**src/design/adsr_pkg.sv**
```systemverilog
// shared types and codes for the adsr envelope generator
// holds command, phase and register index codes and the control state struct
// no dependencies
package adsr_pkg;

   // command codes carried in the request beat
   localparam logic [1:0] CMD_TICK    = 2'd0;
   localparam logic [1:0] CMD_KEY_ON  = 2'd1;
   localparam logic [1:0] CMD_KEY_OFF = 2'd2;

   // envelope phase codes
   localparam logic [2:0] PH_ATTACK  = 3'd0;
   localparam logic [2:0] PH_DECAY   = 3'd1;
   localparam logic [2:0] PH_SUSTAIN = 3'd2;
   localparam logic [2:0] PH_RELEASE = 3'd3;
   localparam logic [2:0] PH_IDLE    = 3'd4;

   // configuration register indexes
   localparam int unsigned CSR_IDX_W = 2;
   localparam logic [CSR_IDX_W-1:0] CSR_ATTACK  = 2'd0;
   localparam logic [CSR_IDX_W-1:0] CSR_DECAY   = 2'd1;
   localparam logic [CSR_IDX_W-1:0] CSR_RELEASE = 2'd2;
   localparam logic [CSR_IDX_W-1:0] CSR_SUSTAIN = 2'd3;

   // control part of the envelope state
   typedef struct packed {
      logic [2:0] phase;
      logic       armed;
   } adsr_ctrl_type;

endpackage

```
**src/design/adsr_cfg_regs.sv**
```systemverilog
// configuration registers of the adsr envelope generator
// clamps written values to full scale; depends on adsr_pkg
module adsr_cfg_regs
   import adsr_pkg::*;
#(
   parameter int unsigned FRAC_BITS = 24
) (
   input  logic                 clock,
   input  logic                 reset,
   input  logic                 csr_we,
   input  logic [CSR_IDX_W-1:0] csr_index,
   input  logic [FRAC_BITS:0]   csr_wdata,
   output logic [FRAC_BITS:0]   attack_step,
   output logic [FRAC_BITS:0]   decay_step,
   output logic [FRAC_BITS:0]   release_step,
   output logic [FRAC_BITS:0]   sustain_level
);

   localparam int unsigned W = FRAC_BITS + 1;
   localparam longint unsigned FullL = 64'd1 << FRAC_BITS;
   localparam logic [W-1:0] FullLevel    = W'(FullL);
   localparam logic [W-1:0] AttackReset  = W'((FullL + 64'd500) / 64'd1000);
   localparam logic [W-1:0] DecayReset   = W'((FullL + 64'd50000) / 64'd100000);
   localparam logic [W-1:0] ReleaseReset = W'((FullL + 64'd1000) / 64'd2000);
   localparam logic [W-1:0] SustainReset = W'(FullL >> 1);

   logic [W-1:0] attack_ff, decay_ff, release_ff, sustain_ff;
   logic [W-1:0] wdata_clamped;

   // anything above full scale counts as full scale
   assign wdata_clamped = (csr_wdata > FullLevel) ? FullLevel : csr_wdata;

   always_ff @(posedge clock) begin
      if (reset) begin
         attack_ff  <= AttackReset;
         decay_ff   <= DecayReset;
         release_ff <= ReleaseReset;
         sustain_ff <= SustainReset;
      end else if (csr_we) begin
         case (csr_index)
            CSR_ATTACK:  attack_ff  <= wdata_clamped;
            CSR_DECAY:   decay_ff   <= wdata_clamped;
            CSR_RELEASE: release_ff <= wdata_clamped;
            CSR_SUSTAIN: sustain_ff <= wdata_clamped;
            default: begin
            end
         endcase
      end
   end

   assign attack_step   = attack_ff;
   assign decay_step    = decay_ff;
   assign release_step  = release_ff;
   assign sustain_level = sustain_ff;

endmodule

```
**src/design/adsr_next_state.sv**
```systemverilog
// next-state logic of the adsr envelope for one command
// one add and compare per phase; depends on adsr_pkg
module adsr_next_state
   import adsr_pkg::*;
#(
   parameter int unsigned FRAC_BITS = 24
) (
   input  logic [1:0]         cmd,
   input  logic               auto_release,
   input  logic [FRAC_BITS:0] level,
   input  logic [FRAC_BITS:0] target,
   input  adsr_ctrl_type      ctrl,
   input  logic [FRAC_BITS:0] attack_step,
   input  logic [FRAC_BITS:0] decay_step,
   input  logic [FRAC_BITS:0] release_step,
   input  logic [FRAC_BITS:0] sustain_level,
   output logic [FRAC_BITS:0] level_in,
   output logic [FRAC_BITS:0] target_in,
   output adsr_ctrl_type      ctrl_in
);

   localparam int unsigned W = FRAC_BITS + 1;
   localparam logic [W-1:0] FullLevel = {1'b1, {FRAC_BITS{1'b0}}};

   logic [W:0]   atk_sum;
   logic [W:0]   dec_sum;
   logic [W-1:0] dec_diff;
   logic         reach_sus;

   assign atk_sum  = {1'b0, level} + {1'b0, attack_step};
   assign dec_sum  = {1'b0, level} + {1'b0, decay_step};
   assign dec_diff = level - sustain_level;

   always_comb begin
      level_in  = level;
      target_in = target;
      ctrl_in   = ctrl;
      reach_sus = 1'b0;
      case (cmd)
         CMD_TICK: begin
            case (ctrl.phase)
               PH_ATTACK: begin
                  if (atk_sum >= {1'b0, target}) begin
                     level_in      = target;
                     target_in     = sustain_level;
                     ctrl_in.phase = PH_DECAY;
                  end else begin
                     level_in = atk_sum[W-1:0];
                  end
               end
               PH_DECAY: begin
                  // approach sustain from above or below
                  if (level > sustain_level) begin
                     if (dec_diff <= decay_step) begin
                        reach_sus = 1'b1;
                     end else begin
                        level_in = level - decay_step;
                     end
                  end else if (dec_sum >= {1'b0, sustain_level}) begin
                     reach_sus = 1'b1;
                  end else begin
                     level_in = dec_sum[W-1:0];
                  end
                  if (reach_sus) begin
                     level_in      = sustain_level;
                     ctrl_in.phase = PH_SUSTAIN;
                     if (ctrl.armed) begin
                        ctrl_in.armed = 1'b0;
                        target_in     = '0;
                        ctrl_in.phase = PH_RELEASE;
                     end
                  end
               end
               PH_RELEASE: begin
                  if (level <= release_step) begin
                     level_in      = '0;
                     ctrl_in.phase = PH_IDLE;
                  end else begin
                     level_in = level - release_step;
                  end
               end
               default: begin
               end
            endcase
         end
         CMD_KEY_ON: begin
            ctrl_in.armed = auto_release;
            if (target == '0) begin
               target_in = FullLevel;
            end
            if (attack_step == FullLevel) begin
               level_in = FullLevel;
            end
            ctrl_in.phase = PH_ATTACK;
         end
         CMD_KEY_OFF: begin
            ctrl_in.armed = 1'b0;
            target_in     = '0;
            ctrl_in.phase = PH_RELEASE;
         end
         default: begin
         end
      endcase
   end

endmodule

```
**src/design/adsr_envelope_generator_core.sv**
```systemverilog
// top level of the linear adsr envelope generator
// input beat register, next-state logic and result register;
// depends on adsr_pkg, adsr_cfg_regs and adsr_next_state
//
// channel   direction  beat contents (lowest bits first)
// req_*     in         tdata: cmd[1:0], auto_release[2], zero fill
// rsp_*     out        tdata: level[FRAC_BITS:0], idle, zero fill
// csr_*     in         write only: csr_we, csr_index, csr_wdata
//
// one beat per cycle while rsp_tready is high; rsp_tvalid rises as stage one hands on a beat
// stage one is the input beat register, stage two the result register;
// the envelope state updates in the same cycle the result register loads
// rsp_tready low holds the result register and backs up stage one, then req_tready
// synchronous active-high reset restores register defaults and an idle envelope
module adsr_envelope_generator_core
   import adsr_pkg::*;
#(
   parameter int unsigned FRAC_BITS = 24
) (
   input  logic                       clock,
   input  logic                       reset,
   // request channel
   input  logic                       req_tvalid,
   output logic                       req_tready,
   input  logic [7:0]                 req_tdata,   // cmd[1:0], auto_release[2]
   // result channel
   output logic                       rsp_tvalid,
   input  logic                       rsp_tready,
   output logic [((FRAC_BITS + 2 + 7) / 8) * 8 - 1:0] rsp_tdata,   // level[FRAC_BITS:0], idle
   // configuration port
   input  logic                       csr_we,
   input  logic [CSR_IDX_W-1:0]       csr_index,
   input  logic [FRAC_BITS:0]         csr_wdata
);

   localparam int unsigned W        = FRAC_BITS + 1;
   localparam int unsigned RspBytes = (W + 1 + 7) / 8;
   localparam int unsigned RspPad   = RspBytes * 8 - W - 1;
   localparam logic [W-1:0] FullLevel = {1'b1, {FRAC_BITS{1'b0}}};

   // configuration
   logic [W-1:0] attack_step, decay_step, release_step, sustain_level;

   // stage one: captured request beat
   logic       s1_valid_ff, s1_valid_in;
   logic [1:0] s1_cmd_ff;
   logic       s1_ar_ff;

   // envelope state
   logic [W-1:0]  level_ff, level_in;
   logic [W-1:0]  target_ff, target_in;
   adsr_ctrl_type ctrl_ff, ctrl_in;

   // stage two: result register
   logic         rsp_valid_ff, rsp_valid_in;
   logic [W-1:0] rsp_level_ff;
   logic         rsp_idle_ff;

   logic out_free;   // result register can load this cycle
   logic s1_fire;    // stage one beat moves to the result register
   logic req_fire;

   adsr_cfg_regs #(
      .FRAC_BITS (FRAC_BITS)
   ) u_cfg (
      .clock         (clock),
      .reset         (reset),
      .csr_we        (csr_we),
      .csr_index     (csr_index),
      .csr_wdata     (csr_wdata),
      .attack_step   (attack_step),
      .decay_step    (decay_step),
      .release_step  (release_step),
      .sustain_level (sustain_level)
   );

   adsr_next_state #(
      .FRAC_BITS (FRAC_BITS)
   ) u_next (
      .cmd           (s1_cmd_ff),
      .auto_release  (s1_ar_ff),
      .level         (level_ff),
      .target        (target_ff),
      .ctrl          (ctrl_ff),
      .attack_step   (attack_step),
      .decay_step    (decay_step),
      .release_step  (release_step),
      .sustain_level (sustain_level),
      .level_in      (level_in),
      .target_in     (target_in),
      .ctrl_in       (ctrl_in)
   );

   // handshake: stage one empties into the result register whenever it is free
   assign out_free   = !rsp_valid_ff || rsp_tready;
   assign s1_fire    = s1_valid_ff && out_free;
   assign req_tready = !s1_valid_ff || out_free;
   assign req_fire   = req_tvalid && req_tready;

   assign s1_valid_in  = req_fire || (s1_valid_ff && !out_free);
   assign rsp_valid_in = s1_fire || (rsp_valid_ff && !rsp_tready);

   // control and envelope state
   always_ff @(posedge clock) begin
      if (reset) begin
         s1_valid_ff  <= 1'b0;
         rsp_valid_ff <= 1'b0;
         level_ff     <= '0;
         target_ff    <= '0;
         ctrl_ff      <= '{phase: PH_IDLE, armed: 1'b0};
      end else begin
         s1_valid_ff  <= s1_valid_in;
         rsp_valid_ff <= rsp_valid_in;
         if (s1_fire) begin
            level_ff  <= level_in;
            target_ff <= target_in;
            ctrl_ff   <= ctrl_in;
         end
      end
   end

   // payload registers
   always_ff @(posedge clock) begin
      if (req_fire) begin
         s1_cmd_ff <= req_tdata[1:0];
         s1_ar_ff  <= req_tdata[2];
      end
      if (s1_fire) begin
         rsp_level_ff <= level_in;
         rsp_idle_ff  <= (ctrl_in.phase == PH_IDLE);
      end
   end

   assign rsp_tvalid = rsp_valid_ff;
   assign rsp_tdata  = {{RspPad{1'b0}}, rsp_idle_ff, rsp_level_ff};

`ifndef ASSERT_OFF
   // the envelope never leaves the range zero to full scale
   a_level_range : assert property (@(posedge clock) disable iff (reset)
      level_ff <= FullLevel)
      else $error("envelope level above full scale");

   // the idle phase always holds a zero level
   a_idle_zero : assert property (@(posedge clock) disable iff (reset)
      (ctrl_ff.phase == PH_IDLE) |-> (level_ff == '0))
      else $error("idle phase with nonzero level");

   // a waiting stage one beat with a free result register always yields a result
   a_s1_advance : assert property (@(posedge clock) disable iff (reset)
      (s1_valid_ff && out_free) |=> rsp_valid_ff)
      else $error("stage one beat lost");
`endif

endmodule
```
**config.mk**
```make
export PLATFORM = sky130hd
export DESIGN_NAME = adsr_envelope_generator_core
export DESIGN_NICKNAME = d
export VERILOG_FILES = /design/src/design/adsr_pkg.sv /design/src/design/adsr_cfg_regs.sv /design/src/design/adsr_next_state.sv /design/src/design/adsr_envelope_generator_core.sv
export SDC_FILE = /design/constraint.sdc
export NUM_CORES = 1
export LEC_CHECK = 0
export BUFFER_PORTS_ARGS = -buffer_cell sky130_fd_sc_hd__clkbuf_2
export CAP_MARGIN = 30
export CORE_MARGIN = 3
export CORE_UTILIZATION = 30
export DETAILED_ROUTE_END_ITERATION = 12
export PLACE_DENSITY = 0.49
export SYNTH_ARGS = -nofsm -noshare
export SYNTH_HDL_FRONTEND = slang
export SYNTH_SLANG_ARGS = --single-unit
```
**constraint.sdc**
```tcl
create_clock -name clock -period 13.6 [get_ports clock]
set_clock_uncertainty 0.15 [all_clocks]
set_input_delay 2.04 -clock clock [delete_from_list [all_inputs] [get_ports clock]]
set_output_delay 2.04 -clock clock [all_outputs]
set_load 0.005 [all_outputs]
```
==> flow_metrics.py <==
metrics = {
    "run_status": {
        "status": "completed",
    },
    "floorplanning": {
        "start_util_pct": 30.4,
        "pin_count": 74,
        "die_area_mm2": 0.0576,
        "coreArea_mm2": 0.0540,
        "die_y_um": 240,
        "row_count": 85,
        "die_w_um": 240,
    },
    "final_layout": {
        "fin_nets": 2374,
        "num_antenna_cells": 0,
        "fillers": 5832,
        "fin_util_pct": 33.4,
        "drive_gt1_share_pct": 7.85,
        "area_delta_synth_final_pct": 9.67,
    },
    "worst_setup_path": {
        "cp_common_cell": "o21ai_0",
        "max_stage_delay_ns": 0.71,
        "end_kind": "flop",
        "crit_required_ns": 13.63,
        "path_class": "flop to flop",
        "timing.rr.start": "level_ff[1]",
        "critPathLaunchType": "flop",
        "path_cells": "inv_1 > fa_1 > nor2b_1 > o21ai_0 > a21boi_0 > o211ai_1 > a31oi_1 > a41oi_1 > a21oi_1 > o21a_1 > nor2_1 > xnor2_1 > ha_1 > nand4_1 > nor3_1 > o41a_1 > o41ai_4 > buf_4 > or2_1 > o21ai_1 > buf_4 > o21ai_0 > o21a_1 > o21ai_0",
        "crit_start": "level_ff[1]",
        "cp.arrival_ns": 7.80,
        "critical-path-slowest-cell": "dfxtp_1",
        "cp_max_fo": 16,
    },
    "clock_network": {
        "cts.sinks": 185,
        "postCtsSetupBuffers": 0,
        "insertion_delay_ns": 0.45,
        "clockBufferDepth": 2,
        "cts_root_buf": "clkbuf_16",
        "cts_hold_buffers": 0,
        "cts_buffers": 17,
        "ctsResizeCount": 0,
        "htreeDepth": 4,
        "path_clk_slew_ns": 0.08,
        "cts_tree": "yes",
    },
    "placed_design": {
        "dpl.hpwl_um": 49900,
        "gp_congestion": 0.944,
        "portBuffers": 62,
    },
    "logic_synthesis": {
        "synth-edff-count": 29,
        "avgSynthCellArea_um2": 7.78,
        "ys_seq_elements": 185,
        "synth_flop_cell": "dfxtp_1",
        "async_flop_share_pct": 0,
        "ys_types": 97,
        "yosysTopAreaCell": "dfxtp_1",
        "netlist_area_mm2": 0.0164,
        "ys_top_cells_by_area": "dfxtp_1, ha_1, a21oi_1",
        "ys.warnings.count": 0,
        "yosysSeqAreaShare_pct": 24.3,
        "syn_inst": 2112,
        "synth_top_cell_area_share_pct": 19.0,
    },
    "drt": {
        "drc": 0,
        "drt-total-wl_um": 61800,
        "ant_nets": 0,
        "wl_met2_um": 27700,
        "vias_per_cell": 5.56,
        "met1_length_um": 29100,
        "wl_met3_um": 3510,
        "num_vias": 15800,
        "first_pass_iters": 5,
        "top_layer": "met4",
        "routedWlPerCell_um": 21.8,
        "drt_iter0_markers": 1395,
    },
    "timing": {
        "min_period_ns": 7.78,
        "drv_slew": 0,
        "fmax_ghz": 0.129,
        "finalSetupTns_ns": 0,
        "fin_crit_sh_pct": 57.2,
        "finalHoldViolations": 0,
        "setup_violations": 0,
        "rsz0062_at_grt": "false",
        "worstMarginPinSlew_ns": 0.964,
        "slew_headroom_pct": 35.3,
    },
    "run": {
        "drv_cap": 0,
    },
    "grt": {
        "overflow": 0,
        "grt_usage_pct": 21.2,
        "grt_pass1_wl_um": 92200,
        "grt_max_degree": 73,
        "antenna_found_initial": 0,
        "grt_pass1_vias": 15000,
    },
    "power": {
        "peakVddDrop_uv": 97.0,
        "power_density_mw_per_mm2": 77.0,
        "power_leakage_nw": 7.58,
    },
    "min_path": {
        "min_from": "u_cfg.release_step[16]",
        "hold_class": "flop to flop",
    },
}
==> cells by family (layout without fill, tap and decap cells) <==
kind of cell,Yosys count,in the layout,synth area share [%]
AO/OA/AOI/OAI,627,627,25.9
XOR/XNOR,91,91,4.85
adder cells (fa/ha/maj),208,208,16.1
buffers and inverters,245,267,5.96
flip-flops,185,185,24.3
multiplexers,50,50,3.11
other,1,6,0.0228
AND/OR/NAND/NOR,705,705,19.8
==> Yosys cell counts, drive strengths merged (15+ instances only) <==
library cell,count
mux2i,41
a211oi,24
nand2b,16
nand2,262
and2,15
xor2,28
edfxtp,29
a22o,27
ha,203
a21o,44
o211ai,22
inv,150
nor2,180
nor2b,31
o21a,19
nor3,59
a211o,21
xnor2,63
nand4,24
nor4,27
nand3,37
dfxtp,156
a21oi,200
clkbuf,70
o21ai,113
buf,25
==> power breakdown <==
group,total [W],switching [W],internal (W)
logic,0.000310,0.000201,0.000109
registers,0.000578,0.0000114,0.000567
clock network,0.000499,0.000247,0.000251
total,0.00139,0.000460,0.000927
==> critical path: cells and delay by family (launching register included) <==
family | cells | cell delay, ns
DFF | 1 | 0.71
AOI/OAI and AO/OA | 13 | 3.70
adders and majority gates | 2 | 0.76
buffers and inverters | 3 | 0.79
and+or+nand+nor | 5 | 1.26
xor gates and xnor gates | 1 | 0.12
==> registers in the layout, indices dropped and copies added (netlist names) <==
signal               count
rsp_tvalid               1
s1_ar_ff                 1
rsp_level_ff            25
target_ff               25
level_ff                25
u_cfg.decay_step        25
ctrl_ff                  4
s1_cmd_ff                2
u_cfg.attack_step       25
u_cfg.sustain_level     25
u_cfg.release_step      25
s1_valid_ff              1
rsp_idle_ff              1
==> through the flow <==
step	cell area (µm²)	power, W	setup slack (ns)	instances	hold slack, ns
after floorplan	16400	0.000797	8.42	2117	0.285
after global placement	17400	0.000890	5.99	2799	0.293
after detailed placement	17400	0.000893	5.97	2800	0.298
after CTS	18000	0.00139	5.94	2832	0.307
after global routing	18000	0.00144	5.30	2835	0.331
final	18000	0.00139	5.82	2835	0.306
==> placed cells by master, fill, tap and decap left out, drive strengths merged, types with 44 or more instances in the layout <==
master,netlist,layout
nand2,262,262
ha,203,203
a21oi,200,200
nor2,180,180
inv,150,159
dfxtp,156,156
o21ai,113,113
clkbuf,70,82
xnor2,63,63
nor3,59,59
a21o,44,44
==> layout make-up <==
type / instances / area (µm²) / share of cell area, %
multi-input cells: 1687 / 11500 / 63.8
flip-flops and latches: 185 / 3990 / 22.2
well taps: 696 / 871 / 4.83
inverters: 150 / 563 / 3.12
repair buffers: 85 / 527 / 2.92
clock buffers: 20 / 457 / 2.53
clock inverters: 12 / 105 / 0.583
==> final timing paths <==
| path | end | slack (ns) | depth (start not counted) |
|---|---|---|---|
| max | rsp_level_ff[16] | 5.82 | 24 |
| min | u_cfg.release_step[16] | 0.31 | 2 |
| max reg2reg | rsp_level_ff[16] | 5.82 | 24 |
| min reg2reg | u_cfg.release_step[16] | 0.31 | 2 |
==> metal layers <==
metal	GRT usage, %	up-vias
met4	5.83	0
li1	-	7655
met2	34.2	480
met3	3.20	74
met1	29.6	7554
met5	0	-
No activity file was read; power rests on OpenSTA's default activity.
